**src/sv/bm3_pkg.sv**
```systemverilog
package bm3_pkg;

    localparam int PIXEL_W      = 8;
    localparam int CFG_WIDTH_W  = 11;
    localparam int CFG_HEIGHT_W = 13;
    localparam int CFG_DATA_W   = 13;
    localparam int CFG_ADDR_W   = 1;

    localparam logic [CFG_WIDTH_W-1:0]  WIDTH_RESET  = CFG_WIDTH_W'(512);
    localparam logic [CFG_HEIGHT_W-1:0] HEIGHT_RESET = CFG_HEIGHT_W'(512);
    localparam int MIN_DIM = 3;

    localparam int CSUM_W = 10;
    localparam int SUM_W  = 12;

    localparam int RECIP_W     = 13;
    localparam int RECIP_SHIFT = 16;
    localparam logic [RECIP_W-1:0] RECIP_NINE = RECIP_W'(7282);
    localparam int PROD_W = SUM_W + RECIP_W;

    localparam int QUEUE_DEPTH = 4;
    localparam int QUEUE_PTR_W = $clog2(QUEUE_DEPTH);
    localparam int QUEUE_CNT_W = $clog2(QUEUE_DEPTH + 1);

    typedef enum logic [CFG_ADDR_W-1:0] {
        REG_IMAGE_WIDTH  = 1'b0,
        REG_IMAGE_HEIGHT = 1'b1
    } cfg_reg_t;

    typedef struct packed {
        logic [PIXEL_W-1:0] top;
        logic [PIXEL_W-1:0] mid;
        logic [PIXEL_W-1:0] bot;
        logic               emit_a;
        logic               emit_b;
        logic               mirror;
        logic               last;
    } col_entry_t;

    typedef struct packed {
        logic [PIXEL_W-1:0] mean;
        logic               last;
    } result_t;

endpackage

```
**src/sv/bm3_fifo.sv**
```systemverilog
module bm3_fifo #(
    parameter int DATA_W = 8
) (
    input  logic              clk,
    input  logic              rst_n,
    input  logic              wr_en,
    input  logic [DATA_W-1:0] wr_data,
    output logic              full,
    input  logic              rd_en,
    output logic [DATA_W-1:0] rd_data,
    output logic              empty
);
    import bm3_pkg::*;

    logic [DATA_W-1:0]      mem_reg [QUEUE_DEPTH];
    logic [QUEUE_PTR_W-1:0] wr_ptr_reg, wr_ptr_next;
    logic [QUEUE_PTR_W-1:0] rd_ptr_reg, rd_ptr_next;
    logic [QUEUE_CNT_W-1:0] count_reg, count_next;
    logic                   do_wr, do_rd;

    assign full    = (count_reg == QUEUE_CNT_W'(QUEUE_DEPTH));
    assign empty   = (count_reg == '0);
    assign rd_data = mem_reg[rd_ptr_reg];
    assign do_wr   = wr_en && !full;
    assign do_rd   = rd_en && !empty;

    always_comb
    begin
        wr_ptr_next = do_wr ? wr_ptr_reg + QUEUE_PTR_W'(1) : wr_ptr_reg;
        rd_ptr_next = do_rd ? rd_ptr_reg + QUEUE_PTR_W'(1) : rd_ptr_reg;
        count_next  = count_reg;
        if (do_wr && !do_rd)
        begin
            count_next = count_reg + QUEUE_CNT_W'(1);
        end
        else if (!do_wr && do_rd)
        begin
            count_next = count_reg - QUEUE_CNT_W'(1);
        end
    end

    always_ff @(posedge clk or negedge rst_n)
    begin
        if (!rst_n)
        begin
            wr_ptr_reg <= '0;
            rd_ptr_reg <= '0;
            count_reg  <= '0;
        end
        else
        begin
            wr_ptr_reg <= wr_ptr_next;
            rd_ptr_reg <= rd_ptr_next;
            count_reg  <= count_next;
        end
    end

    always_ff @(posedge clk)
    begin
        if (do_wr)
        begin
            mem_reg[wr_ptr_reg] <= wr_data;
        end
    end

endmodule

```
**config.mk**
```make
export PLATFORM = sky130hd
export DESIGN_NAME = bm3_fifo
export DESIGN_NICKNAME = d
export VERILOG_FILES = /design/src/sv/bm3_pkg.sv /design/src/sv/bm3_fifo.sv
export SDC_FILE = /design/constraint.sdc
export NUM_CORES = 1
export LEC_CHECK = 0
export BUFFER_PORTS_ARGS = -buffer_cell sky130_fd_sc_hd__buf_2
export CORE_MARGIN = 3
export CORE_UTILIZATION = 41
export CTS_CLUSTER_DIAMETER = 30
export CTS_CLUSTER_SIZE = 14
export DETAILED_ROUTE_END_ITERATION = 7
export GPL_TIMING_DRIVEN = 0
export PLACE_DENSITY = 0.69
export SLEW_MARGIN = 20
export SYNTH_ARGS = -nofsm -noshare
export SYNTH_HDL_FRONTEND = slang
export SYNTH_SLANG_ARGS = --single-unit
```
**constraint.sdc**
```tcl
create_clock -name clk -period 3.2 [get_ports clk]
set_input_delay 0.64 -clock clk [delete_from_list [all_inputs] [get_ports clk]]
set_output_delay 0.64 -clock clk [all_outputs]
set_load 0.01 [all_outputs]
```
==> flow_summary.json <==
{
  "outcome": "finished clean",
  "firstDrtPassIters": 4,
  "syn2layout_area_growth_pct": 15.6,
  "syn-num-nets": 95,
  "worstSetupStartpoint": "rd_ptr_reg[0]$_DFFE_PN0P_",
  "clk_latency_ps": 290,
  "p_per_area_nw_per_um2": 891,
  "vdd_ir_drop_max_mv": 0.268,
  "grt_pass1_vias": 826,
  "grt_setup_unrepaired": "no",
  "vias": 738,
  "fin_crit_sh": 0.709,
  "final_max_slew_viol_count": 0,
  "cts.sinks": 39,
  "cts_setup_buffers": 0,
  "min_period_ps": 2270,
  "yosys_warnings": 0,
  "slew_headroom": 0.625,
  "die_w_um": 68.3,
  "leakagePower_nw": 0.685,
  "port_buffers": 21,
  "yosysSeqAreaShare": 0.715,
  "tightestPinTransition_ps": 563,
  "synth.avg_cell_area_um2": 20.6,
  "setup_ws_ps": 932,
  "ys_seq_elements": 39,
  "layout-drive-gt1-share": 0.434,
  "fill_cells": 308,
  "cts_resized": 0,
  "routed_wl_um": 2400,
  "fmax_ghz": 0.441,
  "cp-end-kind": "output port",
  "yosys-top-cells-area": "edfxtp_1 (60%), mux4_2 (11%), dfrtp_1 (11%)",
  "ios": 22,
  "layout.nets": 123,
  "r2r_cells": 8,
  "syn_area_um2": 1590,
  "crit_type": "reg2out",
  "path_max_fanout": 10,
  "skew_ps": 4.19,
  "hold_viol": 0,
  "wl_per_cell_um": 15.8,
  "yosys.area.top_type": "edfxtp_1",
  "grt_pass1_wl_um": 4020,
  "r2r_end": "count_reg[2]$_DFFE_PN0P_",
  "cp.arrival_ps": 1630,
  "r2r_start": "count_reg[0]$_DFFE_PN0P_",
  "synthDistinctLibCells": 20,
  "grt_start_max_net_pins": 13,
  "root_buffer": "clkbuf_8",
  "startpoint_type": "flip-flop",
  "post-place-ws_ps": 1110,
  "grt_remaining_overflow": 0,
  "die_h_um": 68.3,
  "dr.first_iter.drc_count": 41,
  "clkSlewWorstSetupHoldPaths_ps": 70,
  "cts_buffers": 5,
  "min_path_type": "in2async",
  "rows": 21,
  "cts_max_level": 2,
  "dp_hpwl_um": 1710,
  "required_ps": 2560,
  "place_congestion": 0.664,
  "regToRegSetupSlack_ps": 1110,
  "synth_top_cell_area_share": 0.605,
  "cap_violations": 0,
  "final_common_cell": "edfxtp_1",
  "die_area_um2": 4660,
  "grtUsageTotal": 0.129,
  "largest_register_ffs": 32,
  "tns_ps": 0,
  "vias_per_cell": 4.86,
  "route.detailed.drc": 0,
  "hold_buffers": 0,
  "setup_viol": 0,
  "core_um2": 3520,
  "initial_core_util": 0.451,
  "diodes": 0,
  "grt_antenna_before_repair": 0,
  "cts_buffer_depth": 2,
  "final_cell_mix": "edfxtp_1 (32), buf_2 (22), mux4_2 (8)",
  "antenna_left": 0,
  "cts_tree": "yes",
  "synthCells": 77
}
## where the power goes
part,total (mW),switching [mW],internal (mW)
combinational,0.573,0.282,0.292
clock,0.312,0.160,0.152
sequential,0.752,0.0628,0.689
total,1.64,0.505,1.13
## kinds of logic (layout without fill, tap and decap cells)
group / Yosys count / after routing / share of synthesized area
multiplexers: 10 / 10 / 0.130
AND/OR/NAND/NOR: 10 / 10 / 0.0504
buffers and inverters: 6 / 35 / 0.0197
adder cells (fa/ha/maj): 6 / 6 / 0.0520
flip-flops: 39 / 39 / 0.715
XOR/XNOR: 6 / 6 / 0.0331
## worst max path at each step
stage | endpoint | slack (ps) | cells after the start
after CTS | rd_data[7] | 890 | 3
after global routing | rd_data[7] | 840 | 3
after floorplan | count_reg[2]$_DFFE_PN0P_ | 1120 | 8
after global placement | count_reg[1]$_DFFE_PN0P_ | 1130 | 7
final | rd_data[3] | 930 | 3
after detailed placement | count_reg[1]$_DFFE_PN0P_ | 1110 | 7
## routing by layer
layer	vias to the layer above	part of all wire	GRT usage
li1	347	-	-
met1	374	0.41	0.150
met2	15	0.54	0.205
met3	2	0.050	0.0608
met4	0	0.0046	0.0521
met5	-	0	0
## stage by stage
step	instance area, um^2	total power [mW]	hold WS [ps]	util	std cells
2_1_floorplan	1590	1.17	344	-	77
3_3_place_gp	1750	1.31	477	0.498	144
3_5_place_dp	1750	1.35	484	0.498	144
4_1_cts	1840	1.67	169	0.522	152
5_1_grt	1840	1.76	166	0.522	152
6_report	1840	1.64	175	0.522	152
## layout make-up
class                           count  area (um^2)  area share
Timing Repair Buffer               21          105      0.0572
Inverter                            3         11.3     0.00613
Sequential cell                    39         1140       0.619
Multi-Input combinational cell     32          422       0.230
Clock inverter                      2         12.5     0.00681
Tap cell                           46         57.6      0.0313
Buffer                              3         20.0      0.0109
Clock buffer                        6         72.6      0.0395
## synthesized netlist by cell type
library cell  instances
dfrtp_1               7
mux2_2                1
clkbuf_1              1
nor3_1                1
ha_1                  5
edfxtp_1             32
mux2_4                1
nand3b_1              1
nand2b_1              1
nor2_1                1
inv_1                 3
xnor2_1               4
buf_6                 1
and2_2                4
fa_1                  1
nor3b_4               1
mux4_2                8
xor2_1                2
nor2b_2               1
buf_2                 1
## worst max-delay path, stage by stage, from the launching register on
cell and delay (ps):
dfrtp_1 320, buf_2 310, mux4_2 560, buf_2 160
Note: power is estimated with default switching activity, not from simulation.
