==> src/sv/bm3_pkg.sv <==
package bm3_pkg;

    localparam int PIXEL_W      = 8;
    localparam int CFG_WIDTH_W  = 11;
    localparam int CFG_HEIGHT_W = 13;
    localparam int CFG_DATA_W   = 13;
    localparam int CFG_ADDR_W   = 1;

    localparam logic [CFG_WIDTH_W-1:0]  WIDTH_RESET  = CFG_WIDTH_W'(512);
    localparam logic [CFG_HEIGHT_W-1:0] HEIGHT_RESET = CFG_HEIGHT_W'(512);
    localparam int MIN_DIM = 3;

    localparam int CSUM_W = 10;
    localparam int SUM_W  = 12;

    localparam int RECIP_W     = 13;
    localparam int RECIP_SHIFT = 16;
    localparam logic [RECIP_W-1:0] RECIP_NINE = RECIP_W'(7282);
    localparam int PROD_W = SUM_W + RECIP_W;

    localparam int QUEUE_DEPTH = 4;
    localparam int QUEUE_PTR_W = $clog2(QUEUE_DEPTH);
    localparam int QUEUE_CNT_W = $clog2(QUEUE_DEPTH + 1);

    typedef enum logic [CFG_ADDR_W-1:0] {
        REG_IMAGE_WIDTH  = 1'b0,
        REG_IMAGE_HEIGHT = 1'b1
    } cfg_reg_t;

    typedef struct packed {
        logic [PIXEL_W-1:0] top;
        logic [PIXEL_W-1:0] mid;
        logic [PIXEL_W-1:0] bot;
        logic               emit_a;
        logic               emit_b;
        logic               mirror;
        logic               last;
    } col_entry_t;

    typedef struct packed {
        logic [PIXEL_W-1:0] mean;
        logic               last;
    } result_t;

endpackage

==> src/sv/bm3_back.sv <==
module bm3_back (
    input  logic                clk,
    input  logic                rst_n,
    input  logic                q_empty,
    input  bm3_pkg::col_entry_t q_rd_data,
    output logic                q_rd_en,
    output logic                o_wr_en,
    output bm3_pkg::result_t    o_wr_data,
    input  logic                o_full
);
    import bm3_pkg::*;

    logic [CSUM_W-1:0] cs0_reg, cs1_reg, cs2;
    logic [SUM_W-1:0]  sum_a_reg, sum_b_reg, sum_sel;
    logic              pend_a_reg, pend_a_next;
    logic              pend_b_reg, pend_b_next;
    logic              last_reg;
    logic              busy, done;
    logic [PROD_W-1:0] prod;

    assign busy    = pend_a_reg || pend_b_reg;
    assign o_wr_en = busy && !o_full;
    assign done    = o_wr_en && !(pend_a_reg && pend_b_reg);
    assign q_rd_en = !q_empty && (!busy || done);

    assign cs2 = CSUM_W'(q_rd_data.top) + CSUM_W'(q_rd_data.mid) + CSUM_W'(q_rd_data.bot);

    always_comb
    begin
        pend_a_next = pend_a_reg;
        pend_b_next = pend_b_reg;
        if (o_wr_en)
        begin
            if (pend_a_reg)
            begin
                pend_a_next = 1'b0;
            end
            else
            begin
                pend_b_next = 1'b0;
            end
        end
        if (q_rd_en)
        begin
            pend_a_next = q_rd_data.emit_a;
            pend_b_next = q_rd_data.emit_b;
        end
    end

    always_ff @(posedge clk or negedge rst_n)
    begin
        if (!rst_n)
        begin
            pend_a_reg <= 1'b0;
            pend_b_reg <= 1'b0;
        end
        else
        begin
            pend_a_reg <= pend_a_next;
            pend_b_reg <= pend_b_next;
        end
    end

    always_ff @(posedge clk)
    begin
        if (q_rd_en)
        begin
            cs0_reg   <= cs1_reg;
            cs1_reg   <= cs2;
            sum_a_reg <= SUM_W'(q_rd_data.mirror ? cs2 : cs0_reg) + SUM_W'(cs1_reg)
                         + SUM_W'(cs2);
            sum_b_reg <= SUM_W'({cs1_reg, 1'b0}) + SUM_W'(cs2);
            last_reg  <= q_rd_data.last;
        end
    end

    assign sum_sel = pend_a_reg ? sum_a_reg : sum_b_reg;
    assign prod    = PROD_W'(sum_sel) * PROD_W'(RECIP_NINE);

    assign o_wr_data.mean = prod[RECIP_SHIFT+PIXEL_W-1:RECIP_SHIFT];
    assign o_wr_data.last = !pend_a_reg && last_reg;

endmodule

==> config.mk <==
export PLATFORM = sky130hd
export DESIGN_NAME = bm3_back
export DESIGN_NICKNAME = d
export VERILOG_FILES = /design/src/sv/bm3_pkg.sv /design/src/sv/bm3_back.sv
export SDC_FILE = /design/constraint.sdc
export NUM_CORES = 1
export LEC_CHECK = 0
export BUFFER_PORTS_ARGS = -buffer_cell sky130_fd_sc_hd__buf_2
export CORE_MARGIN = 5
export CORE_UTILIZATION = 50
export DETAILED_ROUTE_END_ITERATION = 8
export HOLD_SLACK_MARGIN = 0.12
export PLACE_DENSITY = 0.72
export REMOVE_ABC_BUFFERS = 1
export SLEW_MARGIN = 20
export SYNTH_ARGS = -nofsm -noshare
export SYNTH_HDL_FRONTEND = slang
export SYNTH_SLANG_ARGS = --single-unit
==> constraint.sdc <==
create_clock -name clk -period 8.6 [get_ports clk]
set_input_delay 1.29 -clock clk [delete_from_list [all_inputs] [get_ports clk]]
set_output_delay 1.29 -clock clk [all_outputs]
set_load 0.02 [all_outputs]
==> reports/qor.log <==
INFO  timing         unrepaired_setup_endpoints_after_global_routing=no
INFO  route          drt-total-wl=8.920mm
INFO  route          avgViaCountPerCell=5.076
INFO  critical_path  arrival=5850ps
INFO  route          dr_total_vias=3,416
INFO  finish         fillerInstances=899
INFO  finish         drive_gt1_frac=0.1210
INFO  worst_hold_path min_delay_worst_type=flop to flop
INFO  floorplan      floorplan.initialDensity=0.5118
INFO  clocking       numCtsBuffers=5
INFO  timing         period_share=0.8305
INFO  timing         hold_viol_final=0
INFO  floorplan      placement_rows=37
INFO  logic_synthesis yosysTopAreaCell=edfxtp_1
INFO  grt            grt_start_max_net_pins=47
INFO  clocking       postCtsHoldBufs=0
INFO  floorplan      die_w=112.6µm
INFO  logic_synthesis mappedNetlistArea=5260µm²
INFO  logic_synthesis register_bit_count_reported_by_yosys=46
INFO  timing         worst_slew_pin_slew=739.4ps
INFO  timing         final_max_slew_viol_count=0
INFO  timing         max_freq=140.0MHz
INFO  route          final_antenna_net_count=0
INFO  timing         setup_clock_skew_after_layout=4.517ps
INFO  run_status     outcome=finished, final reports clean
INFO  clocking       post_cts_resized=0
INFO  timing         post-route-min-period=7142ps
INFO  floorplan      pin_count=43
INFO  grt            overflow=0
INFO  clocking       tritoncts=yes
INFO  worst_hold_path min-delay-start=cs1_reg[6]$_DFFE_PP_
INFO  finish         largest_register_ffs=12
INFO  finish         antenna-diode-count=0
INFO  logic_synthesis synth_top_flop_cell=edfxtp_1
INFO  placed_design  place.detailed.hpwl=7.796mm
INFO  logic_synthesis yosysTopAreaCellShare=0.2512
INFO  route          post_drt_wl_per_cell=13.25µm
INFO  clocking       post-cts-setup-buffer-count=0
INFO  logic_synthesis synthTopCellsByCount=inv_1, ha_1, fa_1
INFO  finish         layout.nets=710
INFO  grt            grt_first_pass_wirelength=15.89mm
INFO  clocking       htree_levels=2
INFO  clocking       clock_tree.buffer_depth=2
INFO  clocking       root_buffer=clkbuf_8
INFO  critical_path  crit_path_start_kind=flop
INFO  logic_synthesis netlist-cell-type-count=50
INFO  logic_synthesis synth-edff-count=44
INFO  job            cap_viol_max_count=0
INFO  clocking       clock_latency=300ps
INFO  logic_synthesis most_repeated_cell_in_the_gate_level_netlist_after_synthesis=inv_1
INFO  critical_path  timing.rr.start=cs1_reg[1]$_DFFE_PP_
INFO  critical_path  crit_path_start=pend_a_reg$_DFFE_PN0P_
INFO  route          drt_iter0_markers=177
INFO  floorplan      floorplan_die_height=112.6µm
INFO  grt            overall_global_routing_usage=0.1495
INFO  timing         whs=509.9ps
INFO  logic_synthesis synth_sequential_area_ratio=0.2607
INFO  route          drc_violations=0
INFO  placed_design  io_buffer_count=42
INFO  finish         syn2layout_area_growth=9.229%
INFO  critical_path  cp_data_required_time=7310ps
INFO  logic_synthesis synthCells=490
INFO  floorplan      design.die.area=12,670µm²
INFO  timing         setup_total_negative_slack=0ps
INFO  floorplan      design.core.area=10,280µm²
INFO  critical_path  cp_max_fo=19
INFO  route          drt_first_pass_iters=4
INFO  grt            grt_pass1_vias=3,590
INFO  timing         timing.slew.headroom=0.5071
INFO  logic_synthesis ranking_of_synthesized_cells_by_area=edfxtp_1, ha_1, fa_1, inv_1, xnor2_1
INFO  timing         report.final.setup_viol=0
INFO  placed_design  routabilityCongestion=0.8576
INFO  clocking       numClockSinks=46
INFO  grt            grt_antenna_before_repair=0
INFO  logic_synthesis synthesis.yosys.warnings=0
INFO  logic_synthesis post_synth.cell_area_avg=10.73µm²
INFO  logic_synthesis synth_async_sr_flop_share=0.04348
INFO  critical_path  cp_endpoint_kind=output pin
INFO  critical_path  timing_worst_setup_path_type=flop to output pin
INFO  clocking       worst_setup_hold_path_clk_slew=80ps
## metal layers
metal  vias to the layer above  wire length, µm  global-route usage
met1                      1605             4098              0.1934
met5                         -                0                   0
li1                       1740                -                   -
met2                        58             4419              0.2654
met3                        13              239             0.01995
met4                         0              164             0.03526
## placed cells by master (no fill, tap or decap), types with 2 or more instances in the layout
cell      synthesis  layout
fa_1             50      50
o21bai_1          3       3
or3_1             2       2
or4_1             2       2
mux2i_1          14      14
and3_1            2       2
edfxtp_1         44      44
a21oi_1          21      21
clkbuf_8          0       5
nor3_1            5       5
nand3_1           3       3
mux2_2            7       7
nand3b_1          2       2
inv_1            98      98
o21a_1            4       4
nand2b_1          2       2
nand4_1           2       2
nor2_1           23      22
nor2b_1           5       5
xnor2_1          26      26
o21ai_0          12      12
buf_2             0      42
nand2_1          21      21
o211ai_1          2       2
ha_1             92      92
a21o_1            9       9
nor3b_1           3       3
dfrtp_1           2       2
a211oi_1          2       2
xor2_1            9       9
## critical path, cell delays in order, from the launching register on
cell and delay [ps]:
dfrtp_1 830, mux2i_1 380, inv_1 200, fa_1 460, ha_1 320, inv_1 60, fa_1 540, inv_1 60
fa_1 490, inv_1 50, fa_1 530, inv_1 40, ha_1 300, o21a_1 190, a21oi_1 200, a21oi_2 130
and4_2 220, or3_1 360, buf_2 160
## stage by stage
stage / instances / setup slack [ps] / utilization / instance area (µm²)
floorplan: 486 / 2249 / - / 5238
global placement: 665 / 1994 / 0.5481 / 5633
detailed placement: 665 / 1770 / 0.5481 / 5633
CTS: 673 / 1433 / 0.5590 / 5746
global route: 673 / 1109 / 0.5590 / 5746
finish: 673 / 1458 / 0.5590 / 5746
## cell families (layout without fill, tap and decap cells)
| kind of cell | after synthesis | count (layout) | share of synthesized area |
|---|---|---|---|
| AO/OA/AOI/OAI | 67 | 67 | 0.08420 |
| XOR/XNOR | 35 | 35 | 0.05828 |
| adder cells (fa/ha/maj) | 143 | 143 | 0.4110 |
| AND/OR/NAND/NOR | 76 | 76 | 0.06993 |
| buffers and inverters | 102 | 149 | 0.07421 |
| flip-flops | 46 | 46 | 0.2607 |
| multiplexers | 21 | 21 | 0.04163 |
## path summary, 6_finish.rpt
path                                     endpoint  slack [ps]  depth (start not counted)
max reg2reg                sum_a_reg[9]$_DFFE_PP_        5680                         12
min                          cs0_reg[6]$_DFFE_PP_         510                          0
min reg2reg                  cs0_reg[6]$_DFFE_PP_         510                          0
max                                  o_wr_data[8]        1460                         18
min in group asynchronous  pend_a_reg$_DFFE_PN0P_         760                          1
max in group asynchronous  pend_b_reg$_DFFE_PN0P_        7750                          1
## cell type report
class / count / area (µm²) / area share
Multi-Input combinational cell: 342 / 3506 / 0.6102
Sequential cell: 46 / 1371 / 0.2387
Inverter: 98 / 367.9 / 0.06402
Timing Repair Buffer: 43 / 217.7 / 0.03789
Tap cell: 136 / 170.2 / 0.02962
Clock buffer: 5 / 68.82 / 0.01198
Clock inverter: 3 / 43.79 / 0.007622
Power is not shown: default switching activity piles up to over one toggle a cycle in this logic, so the estimate is an artifact.
